<file path="src/hdl/terminal_line_editor_assert.svh">
// Assertion macros for the terminal line editor.
// Depends on nothing; included by the modules that assert.
`ifndef TERMINAL_LINE_EDITOR_ASSERT_SVH
`define TERMINAL_LINE_EDITOR_ASSERT_SVH
`ifndef NO_ASSERTIONS
// Same-cycle implication: cons must hold whenever ante holds.
`define TLE_ASSERT_NOW(label, clk, rst_n, ante, cons) \
    label: assert property (@(posedge clk) disable iff (!rst_n) (ante) |-> (cons)) \
        else $error("terminal_line_editor assertion failed");
// Next-cycle implication: cons must hold in the cycle after ante.
`define TLE_ASSERT_NEXT(label, clk, rst_n, ante, cons) \
    label: assert property (@(posedge clk) disable iff (!rst_n) (ante) |=> (cons)) \
        else $error("terminal_line_editor assertion failed");
`else
`define TLE_ASSERT_NOW(label, clk, rst_n, ante, cons)
`define TLE_ASSERT_NEXT(label, clk, rst_n, ante, cons)
`endif
`endif

</file>
<file path="src/hdl/tle_pkg.sv">
// Shared types and constants of the terminal line editor.
// Depends on nothing; used by tle_ctrl and terminal_line_editor.
package tle_pkg;

    // Operation codes of an input item.
    localparam logic OP_RX   = 1'b0;
    localparam logic OP_TAKE = 1'b1;

    // Result kinds.
    localparam logic KIND_ECHO = 1'b0;
    localparam logic KIND_LINE = 1'b1;

    // Terminal characters.
    localparam logic [7:0] CH_NUL   = 8'h00;
    localparam logic [7:0] CH_BS    = 8'h08;
    localparam logic [7:0] CH_LF    = 8'h0A;
    localparam logic [7:0] CH_CR    = 8'h0D;
    localparam logic [7:0] CH_ESC   = 8'h1B;
    localparam logic [7:0] CH_SP    = 8'h20;
    localparam logic [7:0] CH_TILDE = 8'h7E;
    localparam logic [7:0] CH_DEL   = 8'h7F;
    localparam logic [7:0] CH_UP    = 8'h41;  // 'A'
    localparam logic [7:0] CH_RIGHT = 8'h43;  // 'C'
    localparam logic [7:0] CH_LEFT  = 8'h44;  // 'D'

    // Control of one memory port pair.
    typedef struct packed {
        logic wr_en;
        logic rd_en;
    } t_mem_ctl;

endpackage

</file>
<file path="src/hdl/tle_bank_mem.sv">
// One byte bank of the line editor: synchronous RAM with a registered read
// and per-entry valid bits so that unwritten or cleared entries read as zero.
// Depends on nothing.
module tle_bank_mem #(
    parameter int DEPTH = 64,
    parameter int AW    = 6
) (
    input  logic          i_clk,
    input  logic          i_rst_n,
    input  logic          i_clear,
    input  logic          i_wr_en,
    input  logic [AW-1:0] i_wr_addr,
    input  logic [7:0]    i_wr_data,
    input  logic          i_rd_en,
    input  logic [AW-1:0] i_rd_addr,
    output logic [7:0]    o_rd_data
);

    logic [7:0]       r_mem [DEPTH];
    logic [DEPTH-1:0] r_valid;
    logic [7:0]       r_rd_data;
    logic             r_rd_valid;

    always_ff @(posedge i_clk) begin
        if (i_wr_en) begin
            r_mem[i_wr_addr] <= i_wr_data;
        end
        if (i_rd_en) begin
            r_rd_data <= r_mem[i_rd_addr];
        end
    end

    always_ff @(posedge i_clk) begin
        if (!i_rst_n) begin
            r_valid    <= '0;
            r_rd_valid <= 1'b0;
        end else begin
            if (i_clear) begin
                r_valid <= '0;
            end else if (i_wr_en) begin
                r_valid[i_wr_addr] <= 1'b1;
            end
            if (i_rd_en) begin
                r_rd_valid <= r_valid[i_rd_addr];
            end
        end
    end

    assign o_rd_data = r_rd_valid ? r_rd_data : 8'h00;

endmodule

</file>
<file path="src/hdl/tle_ctrl.sv">
// Sequencer of the line editor: decodes items, walks the line and history
// banks one byte a cycle unless stalled, drives the result register. Depends on tle_pkg.
`include "terminal_line_editor_assert.svh"

module tle_ctrl #(
    parameter int LINE_BYTES = 64,
    parameter int AW         = 6
) (
    input  logic               i_clk,
    input  logic               i_rst_n,
    // input channel
    input  logic               i_in_valid,
    output logic               o_in_stall,
    input  logic               i_operation,
    input  logic [7:0]         i_rx_byte,
    // result channel
    output logic               o_out_valid,
    input  logic               i_out_stall,
    output logic               o_kind,
    output logic [7:0]         o_out_byte,
    output logic               o_last,
    // line bank
    output tle_pkg::t_mem_ctl  o_line_ctl,
    output logic [AW-1:0]      o_line_wr_addr,
    output logic [7:0]         o_line_wr_data,
    output logic [AW-1:0]      o_line_rd_addr,
    input  logic [7:0]         i_line_rd_data,
    // history bank
    output logic               o_hist_rd_en,
    output logic [AW-1:0]      o_hist_rd_addr,
    input  logic [7:0]         i_hist_rd_data,
    // exchange line and history banks, clear the new line bank
    output logic               o_swap
);

    localparam logic [AW-1:0] LAST_POS = AW'(LINE_BYTES - 1);
    localparam logic [AW-1:0] ONE_A    = AW'(1);

    typedef enum logic [2:0] {
        S_IDLE,
        S_RIGHT,
        S_RECALL,
        S_DELIV,
        S_EMIT
    } t_state;

    typedef enum logic [1:0] {
        SEQ_ONE,
        SEQ_BSSPBS,
        SEQ_CRLF
    } t_seq;

    t_state        r_state, n_state;
    t_seq          r_seq, n_seq;
    logic [1:0]    r_step, n_step;
    logic [7:0]    r_byte, n_byte;
    logic [AW-1:0] r_cursor, n_cursor;
    logic [AW-1:0] r_idx, n_idx;
    logic          r_line_ready, n_line_ready;
    logic          r_esc, n_esc;
    logic          r_drop, n_drop;
    logic [7:0]    r_hold, n_hold;
    logic          r_hold_valid, n_hold_valid;
    logic          r_out_valid, n_out_valid;
    logic          r_out_kind, n_out_kind;
    logic [7:0]    r_out_byte, n_out_byte;
    logic          r_out_last, n_out_last;

    logic          can_push;
    logic          push;
    logic          push_kind;
    logic [7:0]    push_byte;
    logic          push_last;

    function automatic logic [7:0] seq_byte(t_seq seq, logic [1:0] step, logic [7:0] b);
        logic [7:0] res;
        res = b;
        case (seq)
            SEQ_ONE:    res = b;
            SEQ_BSSPBS: res = (step == 2'd1) ? tle_pkg::CH_SP : tle_pkg::CH_BS;
            SEQ_CRLF:   res = (step == 2'd0) ? tle_pkg::CH_CR : tle_pkg::CH_LF;
            default:    res = b;
        endcase
        return res;
    endfunction

    function automatic logic seq_last(t_seq seq, logic [1:0] step);
        logic res;
        res = 1'b1;
        case (seq)
            SEQ_ONE:    res = 1'b1;
            SEQ_BSSPBS: res = (step == 2'd2);
            SEQ_CRLF:   res = (step == 2'd1);
            default:    res = 1'b1;
        endcase
        return res;
    endfunction

    assign can_push = !r_out_valid || !i_out_stall;

    always_comb begin
        n_state      = r_state;
        n_seq        = r_seq;
        n_step       = r_step;
        n_byte       = r_byte;
        n_cursor     = r_cursor;
        n_idx        = r_idx;
        n_line_ready = r_line_ready;
        n_esc        = r_esc;
        n_drop       = r_drop;
        n_hold       = r_hold;
        n_hold_valid = r_hold_valid;

        o_line_ctl     = '0;
        o_line_wr_addr = r_cursor;
        o_line_wr_data = tle_pkg::CH_NUL;
        o_line_rd_addr = r_cursor;
        o_hist_rd_en   = 1'b0;
        o_hist_rd_addr = r_idx + ONE_A;
        o_swap         = 1'b0;

        push      = 1'b0;
        push_kind = tle_pkg::KIND_ECHO;
        push_byte = tle_pkg::CH_NUL;
        push_last = 1'b0;

        case (r_state)
            S_IDLE: begin
                if (i_in_valid) begin
                    if (i_operation == tle_pkg::OP_TAKE) begin
                        if (r_line_ready) begin
                            n_idx             = '0;
                            o_line_ctl.rd_en  = 1'b1;
                            o_line_rd_addr    = '0;
                            n_state           = S_DELIV;
                        end
                    end else if (r_drop) begin
                        n_drop = 1'b0;
                    end else if (r_line_ready) begin
                        n_state = S_IDLE;
                    end else if (r_esc) begin
                        n_esc = 1'b0;
                        case (i_rx_byte)
                            tle_pkg::CH_UP: begin
                                n_idx          = '0;
                                n_hold_valid   = 1'b0;
                                o_hist_rd_en   = 1'b1;
                                o_hist_rd_addr = '0;
                                n_state        = S_RECALL;
                            end
                            tle_pkg::CH_LEFT: begin
                                if (r_cursor != '0) begin
                                    n_cursor = r_cursor - ONE_A;
                                    n_seq    = SEQ_ONE;
                                    n_byte   = tle_pkg::CH_BS;
                                    n_step   = 2'd0;
                                    n_state  = S_EMIT;
                                end
                            end
                            tle_pkg::CH_RIGHT: begin
                                if (r_cursor != LAST_POS) begin
                                    o_line_ctl.rd_en = 1'b1;
                                    n_state          = S_RIGHT;
                                end
                            end
                            default: n_state = S_IDLE;
                        endcase
                    end else begin
                        case (i_rx_byte)
                            tle_pkg::CH_BS, tle_pkg::CH_DEL: begin
                                if (r_cursor != '0) begin
                                    o_line_ctl.wr_en = 1'b1;
                                    o_line_wr_addr   = r_cursor - ONE_A;
                                    n_cursor         = r_cursor - ONE_A;
                                    n_seq            = SEQ_BSSPBS;
                                    n_step           = 2'd0;
                                    n_state          = S_EMIT;
                                end
                            end
                            tle_pkg::CH_ESC: begin
                                n_drop = 1'b1;
                                n_esc  = 1'b1;
                            end
                            tle_pkg::CH_CR, tle_pkg::CH_LF: begin
                                n_line_ready = 1'b1;
                                n_cursor     = '0;
                                n_seq        = SEQ_CRLF;
                                n_step       = 2'd0;
                                n_state      = S_EMIT;
                            end
                            default: begin
                                if (i_rx_byte >= tle_pkg::CH_SP
                                        && i_rx_byte <= tle_pkg::CH_TILDE
                                        && r_cursor != LAST_POS) begin
                                    o_line_ctl.wr_en = 1'b1;
                                    o_line_wr_data   = i_rx_byte;
                                    n_cursor         = r_cursor + ONE_A;
                                    n_seq            = SEQ_ONE;
                                    n_byte           = i_rx_byte;
                                    n_step           = 2'd0;
                                    n_state          = S_EMIT;
                                end
                            end
                        endcase
                    end
                end
            end

            S_RIGHT: begin
                if (i_line_rd_data != tle_pkg::CH_NUL) begin
                    n_cursor = r_cursor + ONE_A;
                    n_seq    = SEQ_ONE;
                    n_byte   = i_line_rd_data;
                    n_step   = 2'd0;
                    n_state  = S_EMIT;
                end else begin
                    n_state = S_IDLE;
                end
            end

            S_RECALL: begin
                // hold one byte back so the final echo can carry last
                if (r_cursor != LAST_POS && i_hist_rd_data != tle_pkg::CH_NUL) begin
                    if (!r_hold_valid || can_push) begin
                        push             = r_hold_valid;
                        push_byte        = r_hold;
                        o_line_ctl.wr_en = 1'b1;
                        o_line_wr_data   = i_hist_rd_data;
                        n_cursor         = r_cursor + ONE_A;
                        n_hold           = i_hist_rd_data;
                        n_hold_valid     = 1'b1;
                        n_idx            = r_idx + ONE_A;
                        o_hist_rd_en     = 1'b1;
                    end
                end else if (!r_hold_valid) begin
                    o_line_ctl.wr_en = 1'b1;
                    n_state          = S_IDLE;
                end else if (can_push) begin
                    o_line_ctl.wr_en = 1'b1;
                    push             = 1'b1;
                    push_byte        = r_hold;
                    push_last        = 1'b1;
                    n_hold_valid     = 1'b0;
                    n_state          = S_IDLE;
                end
            end

            S_DELIV: begin
                if (can_push) begin
                    push      = 1'b1;
                    push_kind = tle_pkg::KIND_LINE;
                    if (i_line_rd_data != tle_pkg::CH_NUL && r_idx != LAST_POS) begin
                        push_byte        = i_line_rd_data;
                        n_idx            = r_idx + ONE_A;
                        o_line_ctl.rd_en = 1'b1;
                        o_line_rd_addr   = r_idx + ONE_A;
                    end else begin
                        push_byte    = tle_pkg::CH_NUL;
                        push_last    = 1'b1;
                        o_swap       = 1'b1;
                        n_line_ready = 1'b0;
                        n_state      = S_IDLE;
                    end
                end
            end

            S_EMIT: begin
                if (can_push) begin
                    push      = 1'b1;
                    push_byte = seq_byte(r_seq, r_step, r_byte);
                    push_last = seq_last(r_seq, r_step);
                    n_step    = r_step + 2'd1;
                    if (seq_last(r_seq, r_step)) begin
                        n_state = S_IDLE;
                    end
                end
            end

            default: n_state = S_IDLE;
        endcase

        n_out_valid = r_out_valid;
        n_out_kind  = r_out_kind;
        n_out_byte  = r_out_byte;
        n_out_last  = r_out_last;
        if (push) begin
            n_out_valid = 1'b1;
            n_out_kind  = push_kind;
            n_out_byte  = push_byte;
            n_out_last  = push_last;
        end else if (!i_out_stall) begin
            n_out_valid = 1'b0;
        end
    end

    always_ff @(posedge i_clk) begin
        if (!i_rst_n) begin
            r_state      <= S_IDLE;
            r_cursor     <= '0;
            r_line_ready <= 1'b0;
            r_esc        <= 1'b0;
            r_drop       <= 1'b0;
            r_hold_valid <= 1'b0;
            r_out_valid  <= 1'b0;
        end else begin
            r_state      <= n_state;
            r_cursor     <= n_cursor;
            r_line_ready <= n_line_ready;
            r_esc        <= n_esc;
            r_drop       <= n_drop;
            r_hold_valid <= n_hold_valid;
            r_out_valid  <= n_out_valid;
        end
        r_seq      <= n_seq;
        r_step     <= n_step;
        r_byte     <= n_byte;
        r_idx      <= n_idx;
        r_hold     <= n_hold;
        r_out_kind <= n_out_kind;
        r_out_byte <= n_out_byte;
        r_out_last <= n_out_last;
    end

    assign o_in_stall  = (r_state != S_IDLE);
    assign o_out_valid = r_out_valid;
    assign o_kind      = r_out_kind;
    assign o_out_byte  = r_out_byte;
    assign o_last      = r_out_last;

    `TLE_ASSERT_NOW(a_cursor_range, i_clk, i_rst_n, 1'b1, r_cursor <= LAST_POS)
    `TLE_ASSERT_NOW(a_ready_rewound, i_clk, i_rst_n, r_line_ready, r_cursor == '0)
    `TLE_ASSERT_NOW(a_hold_in_recall, i_clk, i_rst_n, r_hold_valid, r_state == S_RECALL)
    `TLE_ASSERT_NEXT(a_swap_clears_ready, i_clk, i_rst_n, o_swap, !r_line_ready)

endmodule

</file>
<file path="src/hdl/terminal_line_editor.sv">
// Terminal line editor with one-line history: a 64-byte line is edited in
// place from received terminal bytes, echoed back, and delivered on request.
//
// Usage:
//   Input channel (i_in_valid / o_in_stall): i_operation = 0 carries a
//   received terminal byte in i_rx_byte; i_operation = 1 takes the ready
//   line. One item is in work at a time; o_in_stall stays high until the
//   sequencer has handed the item's last result to the output register.
//   Result channel (o_out_valid / i_out_stall): o_kind 0 is an echo byte,
//   1 a delivered line byte; o_last marks the final result of an item.
//   Sequence: every item is decoded first; echo items then go on to a line
//   read for a right move and then send their echo bytes in turn; recall and
//   delivery walk the banks at one byte per cycle unless the output stalls,
//   paced by the registered read of the bank RAMs.
//   A stalled receiver holds the output register and freezes the walk;
//   nothing is lost or repeated.
//   Reset: clears cursor, flags and the bank valid bits, so both line and
//   history read as all zero at once; no clearing pass is needed.
//   Taking a line exchanges the roles of the two banks: the delivered line
//   becomes history and the old history bank is cleared to become the line.
`include "terminal_line_editor_assert.svh"

module terminal_line_editor #(
    parameter int LINE_BYTES = 64
) (
    input  logic       i_clk,
    input  logic       i_rst_n,
    input  logic       i_in_valid,
    output logic       o_in_stall,
    input  logic       i_operation,
    input  logic [7:0] i_rx_byte,
    output logic       o_out_valid,
    input  logic       i_out_stall,
    output logic       o_kind,
    output logic [7:0] o_out_byte,
    output logic       o_last
);

    localparam int AW = $clog2(LINE_BYTES);

    tle_pkg::t_mem_ctl line_ctl;
    logic [AW-1:0]     line_wr_addr;
    logic [7:0]        line_wr_data;
    logic [AW-1:0]     line_rd_addr;
    logic [7:0]        line_rd_data;
    logic              hist_rd_en;
    logic [AW-1:0]     hist_rd_addr;
    logic [7:0]        hist_rd_data;
    logic              swap;

    // which bank currently holds the line being edited
    logic              r_line_bank;

    logic [7:0]        b0_rd_data;
    logic [7:0]        b1_rd_data;
    logic              b0_is_line;
    logic              b1_is_line;

    tle_ctrl #(
        .LINE_BYTES (LINE_BYTES),
        .AW         (AW)
    ) u_ctrl (
        .i_clk          (i_clk),
        .i_rst_n        (i_rst_n),
        .i_in_valid     (i_in_valid),
        .o_in_stall     (o_in_stall),
        .i_operation    (i_operation),
        .i_rx_byte      (i_rx_byte),
        .o_out_valid    (o_out_valid),
        .i_out_stall    (i_out_stall),
        .o_kind         (o_kind),
        .o_out_byte     (o_out_byte),
        .o_last         (o_last),
        .o_line_ctl     (line_ctl),
        .o_line_wr_addr (line_wr_addr),
        .o_line_wr_data (line_wr_data),
        .o_line_rd_addr (line_rd_addr),
        .i_line_rd_data (line_rd_data),
        .o_hist_rd_en   (hist_rd_en),
        .o_hist_rd_addr (hist_rd_addr),
        .i_hist_rd_data (hist_rd_data),
        .o_swap         (swap)
    );

    assign b0_is_line = (r_line_bank == 1'b0);
    assign b1_is_line = (r_line_bank == 1'b1);

    // Route the line port to the line bank and the history read to the other;
    // on a swap, clear the history bank as it becomes the new line.
    tle_bank_mem #(
        .DEPTH (LINE_BYTES),
        .AW    (AW)
    ) u_bank0 (
        .i_clk     (i_clk),
        .i_rst_n   (i_rst_n),
        .i_clear   (swap && !b0_is_line),
        .i_wr_en   (line_ctl.wr_en && b0_is_line),
        .i_wr_addr (line_wr_addr),
        .i_wr_data (line_wr_data),
        .i_rd_en   (b0_is_line ? line_ctl.rd_en : hist_rd_en),
        .i_rd_addr (b0_is_line ? line_rd_addr : hist_rd_addr),
        .o_rd_data (b0_rd_data)
    );

    tle_bank_mem #(
        .DEPTH (LINE_BYTES),
        .AW    (AW)
    ) u_bank1 (
        .i_clk     (i_clk),
        .i_rst_n   (i_rst_n),
        .i_clear   (swap && !b1_is_line),
        .i_wr_en   (line_ctl.wr_en && b1_is_line),
        .i_wr_addr (line_wr_addr),
        .i_wr_data (line_wr_data),
        .i_rd_en   (b1_is_line ? line_ctl.rd_en : hist_rd_en),
        .i_rd_addr (b1_is_line ? line_rd_addr : hist_rd_addr),
        .o_rd_data (b1_rd_data)
    );

    assign line_rd_data = b1_is_line ? b1_rd_data : b0_rd_data;
    assign hist_rd_data = b1_is_line ? b0_rd_data : b1_rd_data;

    // Flip bank roles when a line is taken.
    always_ff @(posedge i_clk) begin
        if (!i_rst_n) begin
            r_line_bank <= 1'b0;
        end else if (swap) begin
            r_line_bank <= !r_line_bank;
        end
    end

    `TLE_ASSERT_NEXT(a_swap_flips_bank, i_clk, i_rst_n, swap, r_line_bank != $past(r_line_bank))
    `TLE_ASSERT_NOW(a_no_write_on_swap, i_clk, i_rst_n, swap, !line_ctl.wr_en && !hist_rd_en)
    `TLE_ASSERT_NEXT(a_out_held, i_clk, i_rst_n, o_out_valid && i_out_stall, $stable(o_out_byte))

endmodule
</file>
<file path="config.mk">
export PLATFORM = sky130hd
export DESIGN_NAME = terminal_line_editor
export DESIGN_NICKNAME = d
export VERILOG_FILES = /design/src/hdl/tle_pkg.sv /design/src/hdl/tle_bank_mem.sv /design/src/hdl/tle_ctrl.sv /design/src/hdl/terminal_line_editor.sv
export VERILOG_INCLUDE_DIRS = /design/src /design/src/hdl
export SDC_FILE = /design/constraint.sdc
export NUM_CORES = 2
export LEC_CHECK = 0
export ABC_AREA = 1
export BUFFER_PORTS_ARGS = -buffer_cell sky130_fd_sc_hd__buf_2
export CORE_MARGIN = 2
export CORE_UTILIZATION = 56
export CTS_BUF_LIST = sky130_fd_sc_hd__clkbuf_16
export DETAILED_ROUTE_END_ITERATION = 7
export PLACE_DENSITY = 0.72
export RECOVER_POWER = 50
export SLEW_MARGIN = 20
export SYNTH_ARGS = -nofsm -noshare
export SYNTH_HDL_FRONTEND = slang
export SYNTH_SLANG_ARGS = --single-unit
export TNS_END_PERCENT = 20
</file>
<file path="constraint.sdc">
create_clock -name i_clk -period 12.2 [get_ports i_clk]
set_clock_uncertainty 0.05 [all_clocks]
set_input_delay 2.44 -clock i_clk [delete_from_list [all_inputs] [get_ports i_clk]]
set_output_delay 2.44 -clock i_clk [all_outputs]
set_load 0.005 [all_outputs]
</file>
==> impl_metrics.json <==
{
  "status": "complete, but fails checks",
  "violations": "max-capacitance violations, max-slew violations",
  "place_area_mm2": 0.0525,
  "worstHoldPathCells": 2,
  "synth-seq-area-share_pct": 68.2,
  "fmax_ghz": 0.108,
  "grt_max_degree": 158,
  "cts.sinks": 1221,
  "drtAntennaViolNets": 0,
  "period_needed_ns": 9.28,
  "synthToLayoutAreaGrowth_pct": 8.37,
  "slew_headroom_pct": -187,
  "whs_ns": 0.403,
  "min_from": "u_bank1.r_valid[41]$_SDFFE_PP0P_",
  "antennaDiodeCount": 0,
  "yosys.area.top_type_share_pct": 62.6,
  "cts_hold_buffers": 0,
  "drive_gt1_share_pct": 5.64,
  "hpwl_mm": 79.1,
  "leakage_nw": 19.2,
  "power_mw": 10.9,
  "pre_cts_slack_ns": 4.79,
  "ys_ff_latch": 1221,
  "final_hold_viol_count": 0,
  "synth_nets": 4753,
  "drv_slew": 1142,
  "worstPathRequired_ns": 12.06,
  "powerDensity_mw_per_mm2": 195,
  "worstHoldPathType": "reg -> reg",
  "path_clk_slew_ns": 0.06,
  "cp_max_fo": 80,
  "start_util_pct": 56.4,
  "grt_pass1_wl_mm": 201,
  "drt_iter0_markers": 4829,
  "period_share_pct": 76.0,
  "chipHeight_um": 308,
  "drt_wl_total_mm": 134,
  "final_cell_area_mm2": 0.0560,
  "fp.coreArea_mm2": 0.0915,
  "synth_largest_area_cell": "edfxtp_1",
  "synthTopCellsByArea": "edfxtp_1 (63%), nor2_1 (8.4%), dfxtp_1 (5.6%), nand3_1 (4.0%), o211ai_1 (3.9%)",
  "antenna_found_initial": 1,
  "final_cell_mix": "nor2_1 (1152), edfxtp_1 (1076), nand3_1 (413), o21ai_0 (379), inv_1 (374)",
  "max_slew.worst_pin.slew_ns": 4.31,
  "wl_per_cell_um": 22.5,
  "nets": 4678,
  "dieWidth_um": 308,
  "grt_usage_pct": 27.8,
  "numPortBuffers": 24,
  "cts_htree_levels": 3,
  "root_buffer": "clkbuf_16",
  "ctsResizeCount": 0,
  "cap_violations": 18,
  "worstReg2RegEnd": "u_bank1.r_mem[24][2]$_DFFE_PP_",
  "grt_pass1_vias": 33081,
  "placementRows": 111,
  "vias_per_cell": 6.02,
  "rsz0062_at_grt": "false",
  "syn_inst": 4732,
  "rrSetupSlack_ns": 3.84,
  "vias": 35761,
  "synth.yosys.warnings": 0,
  "setup_viol": 0,
  "drc": 0,
  "finalSetupTns_ns": 0,
  "nFillCells": 7256,
  "gp_congestion": 0.945,
  "io_pins": 25,
  "cts_tree": "built",
  "synth_flop_cell": "edfxtp_1",
  "clk_latency_ns": 0.70,
  "synthesis.area_mm2": 0.0516,
  "worst_slack_ns": 2.92,
  "hold_end": "u_bank1.r_valid[41]$_SDFFE_PP0P_",
  "drt_first_pass_iters": 8,
  "cts_made_buffers": 116,
  "worstRegToRegCells": 12,
  "reg2reg_from": "b1_is_line$_SDFFE_PN0P_",
  "cts_buffer_depth": 3,
  "final_common_cell": "nor2_1",
  "worstSetupEndpointType": "flip-flop",
  "synthDistinctLibCells": 45,
  "vdd_ir_drop_max_uv": 128,
  "critPathKind": "in -> reg",
  "grt_overflow": 0,
  "die-area_mm2": 0.0947,
  "crit_arrival_ns": 9.13,
  "syn_area_per_cell_um2": 10.9,
  "cts_setup_buffers": 0,
  "async_flop_share_pct": 0,
  "startpoint_type": "primary input",
  "synth_edf_count": 1076
}
==> cell families after synthesis <==
kind of cell	synth area share [%]
AOI/OAI and AO/OA	10.9
DFF	68.2
xor gates and xnor gates	0.136
adders and majority gates	0.194
buffers and inverters	5.34
and+or+nand+nor	15.2
==> cells in the mapped netlist, types with 2 or more instances <==
cell type,number
clkbuf_2,14
a31oi_1,3
nor2_1,1155
a22oi_1,4
nand4_1,10
o221ai_1,5
a21oi_1,92
nor2_4,3
a221oi_1,2
o22ai_1,5
o21ai_0,381
o21ai_2,9
nand3_2,2
nand3_1,412
o21ai_1,190
buf_2,98
nand3_4,2
or2_2,3
nand2_1,251
edfxtp_1,1076
inv_4,3
o21ba_2,3
ha_1,8
buf_1,17
buf_4,35
inv_2,20
nand2_2,8
buf_6,11
clkinv_1,2
nor2_2,5
nor4_1,5
clkbuf_1,98
a211oi_1,3
dfxtp_1,145
xor2_1,8
o211ai_1,266
nor3_1,8
nand2_4,4
inv_1,340
nand3b_1,21
==> worst max path at each step <==
stage / cells past startpoint / slack [ns] / startpoint / endpoint
after floorplan: 8 / 2.94 / i_in_valid / u_bank0.r_mem[0][0]$_DFFE_PP_
after global placement: 19 / 4.87 / i_out_stall / u_bank0.r_rd_data[3]$_DFFE_PP_
after detailed placement: 19 / 4.79 / i_out_stall / u_bank0.r_rd_data[3]$_DFFE_PP_
after CTS: 19 / 5.47 / i_out_stall / u_bank1.r_rd_data[5]$_DFFE_PP_
after global routing: 11 / 2.58 / i_out_stall / u_bank1.r_mem[61][2]$_DFFE_PP_
final: 11 / 2.92 / i_out_stall / u_bank1.r_mem[24][2]$_DFFE_PP_
==> metrics by stage <==
step                instances  utilization, %
floorplan                4732               -
global placement         5724            57.3
detailed placement       5725            57.4
CTS                      5940            61.4
global route             5940            61.1
finish                   5940            61.1
==> report_power, final <==
group | switching, mW | total (mW) | internal (mW)
Sequential | 0.0341 | 4.63 | 4.60
Combinational | 2.03 | 2.79 | 0.756
Clock | 1.53 | 3.49 | 1.97
==> state kept, by name (all words and copies together), names as in the netlist, 2 cells and up <==
name / flops
u_ctrl.o_out_byte: 8
u_ctrl.r_step: 2
u_ctrl.r_state: 3
u_bank0.r_valid: 64
u_ctrl.r_cursor: 6
u_bank1.r_mem: 512
u_bank1.r_valid: 64
u_ctrl.r_idx: 6
u_bank0.r_rd_data: 8
u_ctrl.r_seq: 2
u_ctrl.r_hold: 8
u_bank1.r_rd_data: 8
u_ctrl.r_byte: 8
u_bank0.r_mem: 512
==> worst max-delay path: stages <==
cell and delay [ns]:
buf_2 0.10, nand2_1 0.26, nor2_1 0.07, nor2_1 0.51, inv_1 0.09, nor2_1 0.11
clkbuf_1 0.61, nand2_1 0.20, o21ai_4 0.10, clkbuf_1 1.60, clkbuf_1 2.93
==> metal layers <==
metal | up-vias | routed length, um | GRT usage, %
met5 | - | 0 | 0
met4 | 0 | 4670 | 10.6
met3 | 254 | 12100 | 4.27
met2 | 1749 | 62100 | 43.6
met1 | 17324 | 54700 | 39.6
li1 | 16434 | - | -
==> area by class of cell <==
class                      count  area [um^2]  share of cell area, %
timing repair buffer          80          449                  0.803
multi-input combinational   2873        13800                   24.6
tap                         1186         1480                   2.65
inverter                     365         1390                   2.48
clock buffer                 117         2930                   5.23
sequential                  1221        35200                   62.9
clock inverter                98          747                   1.33
No activity file was read; power rests on OpenSTA's default activity.
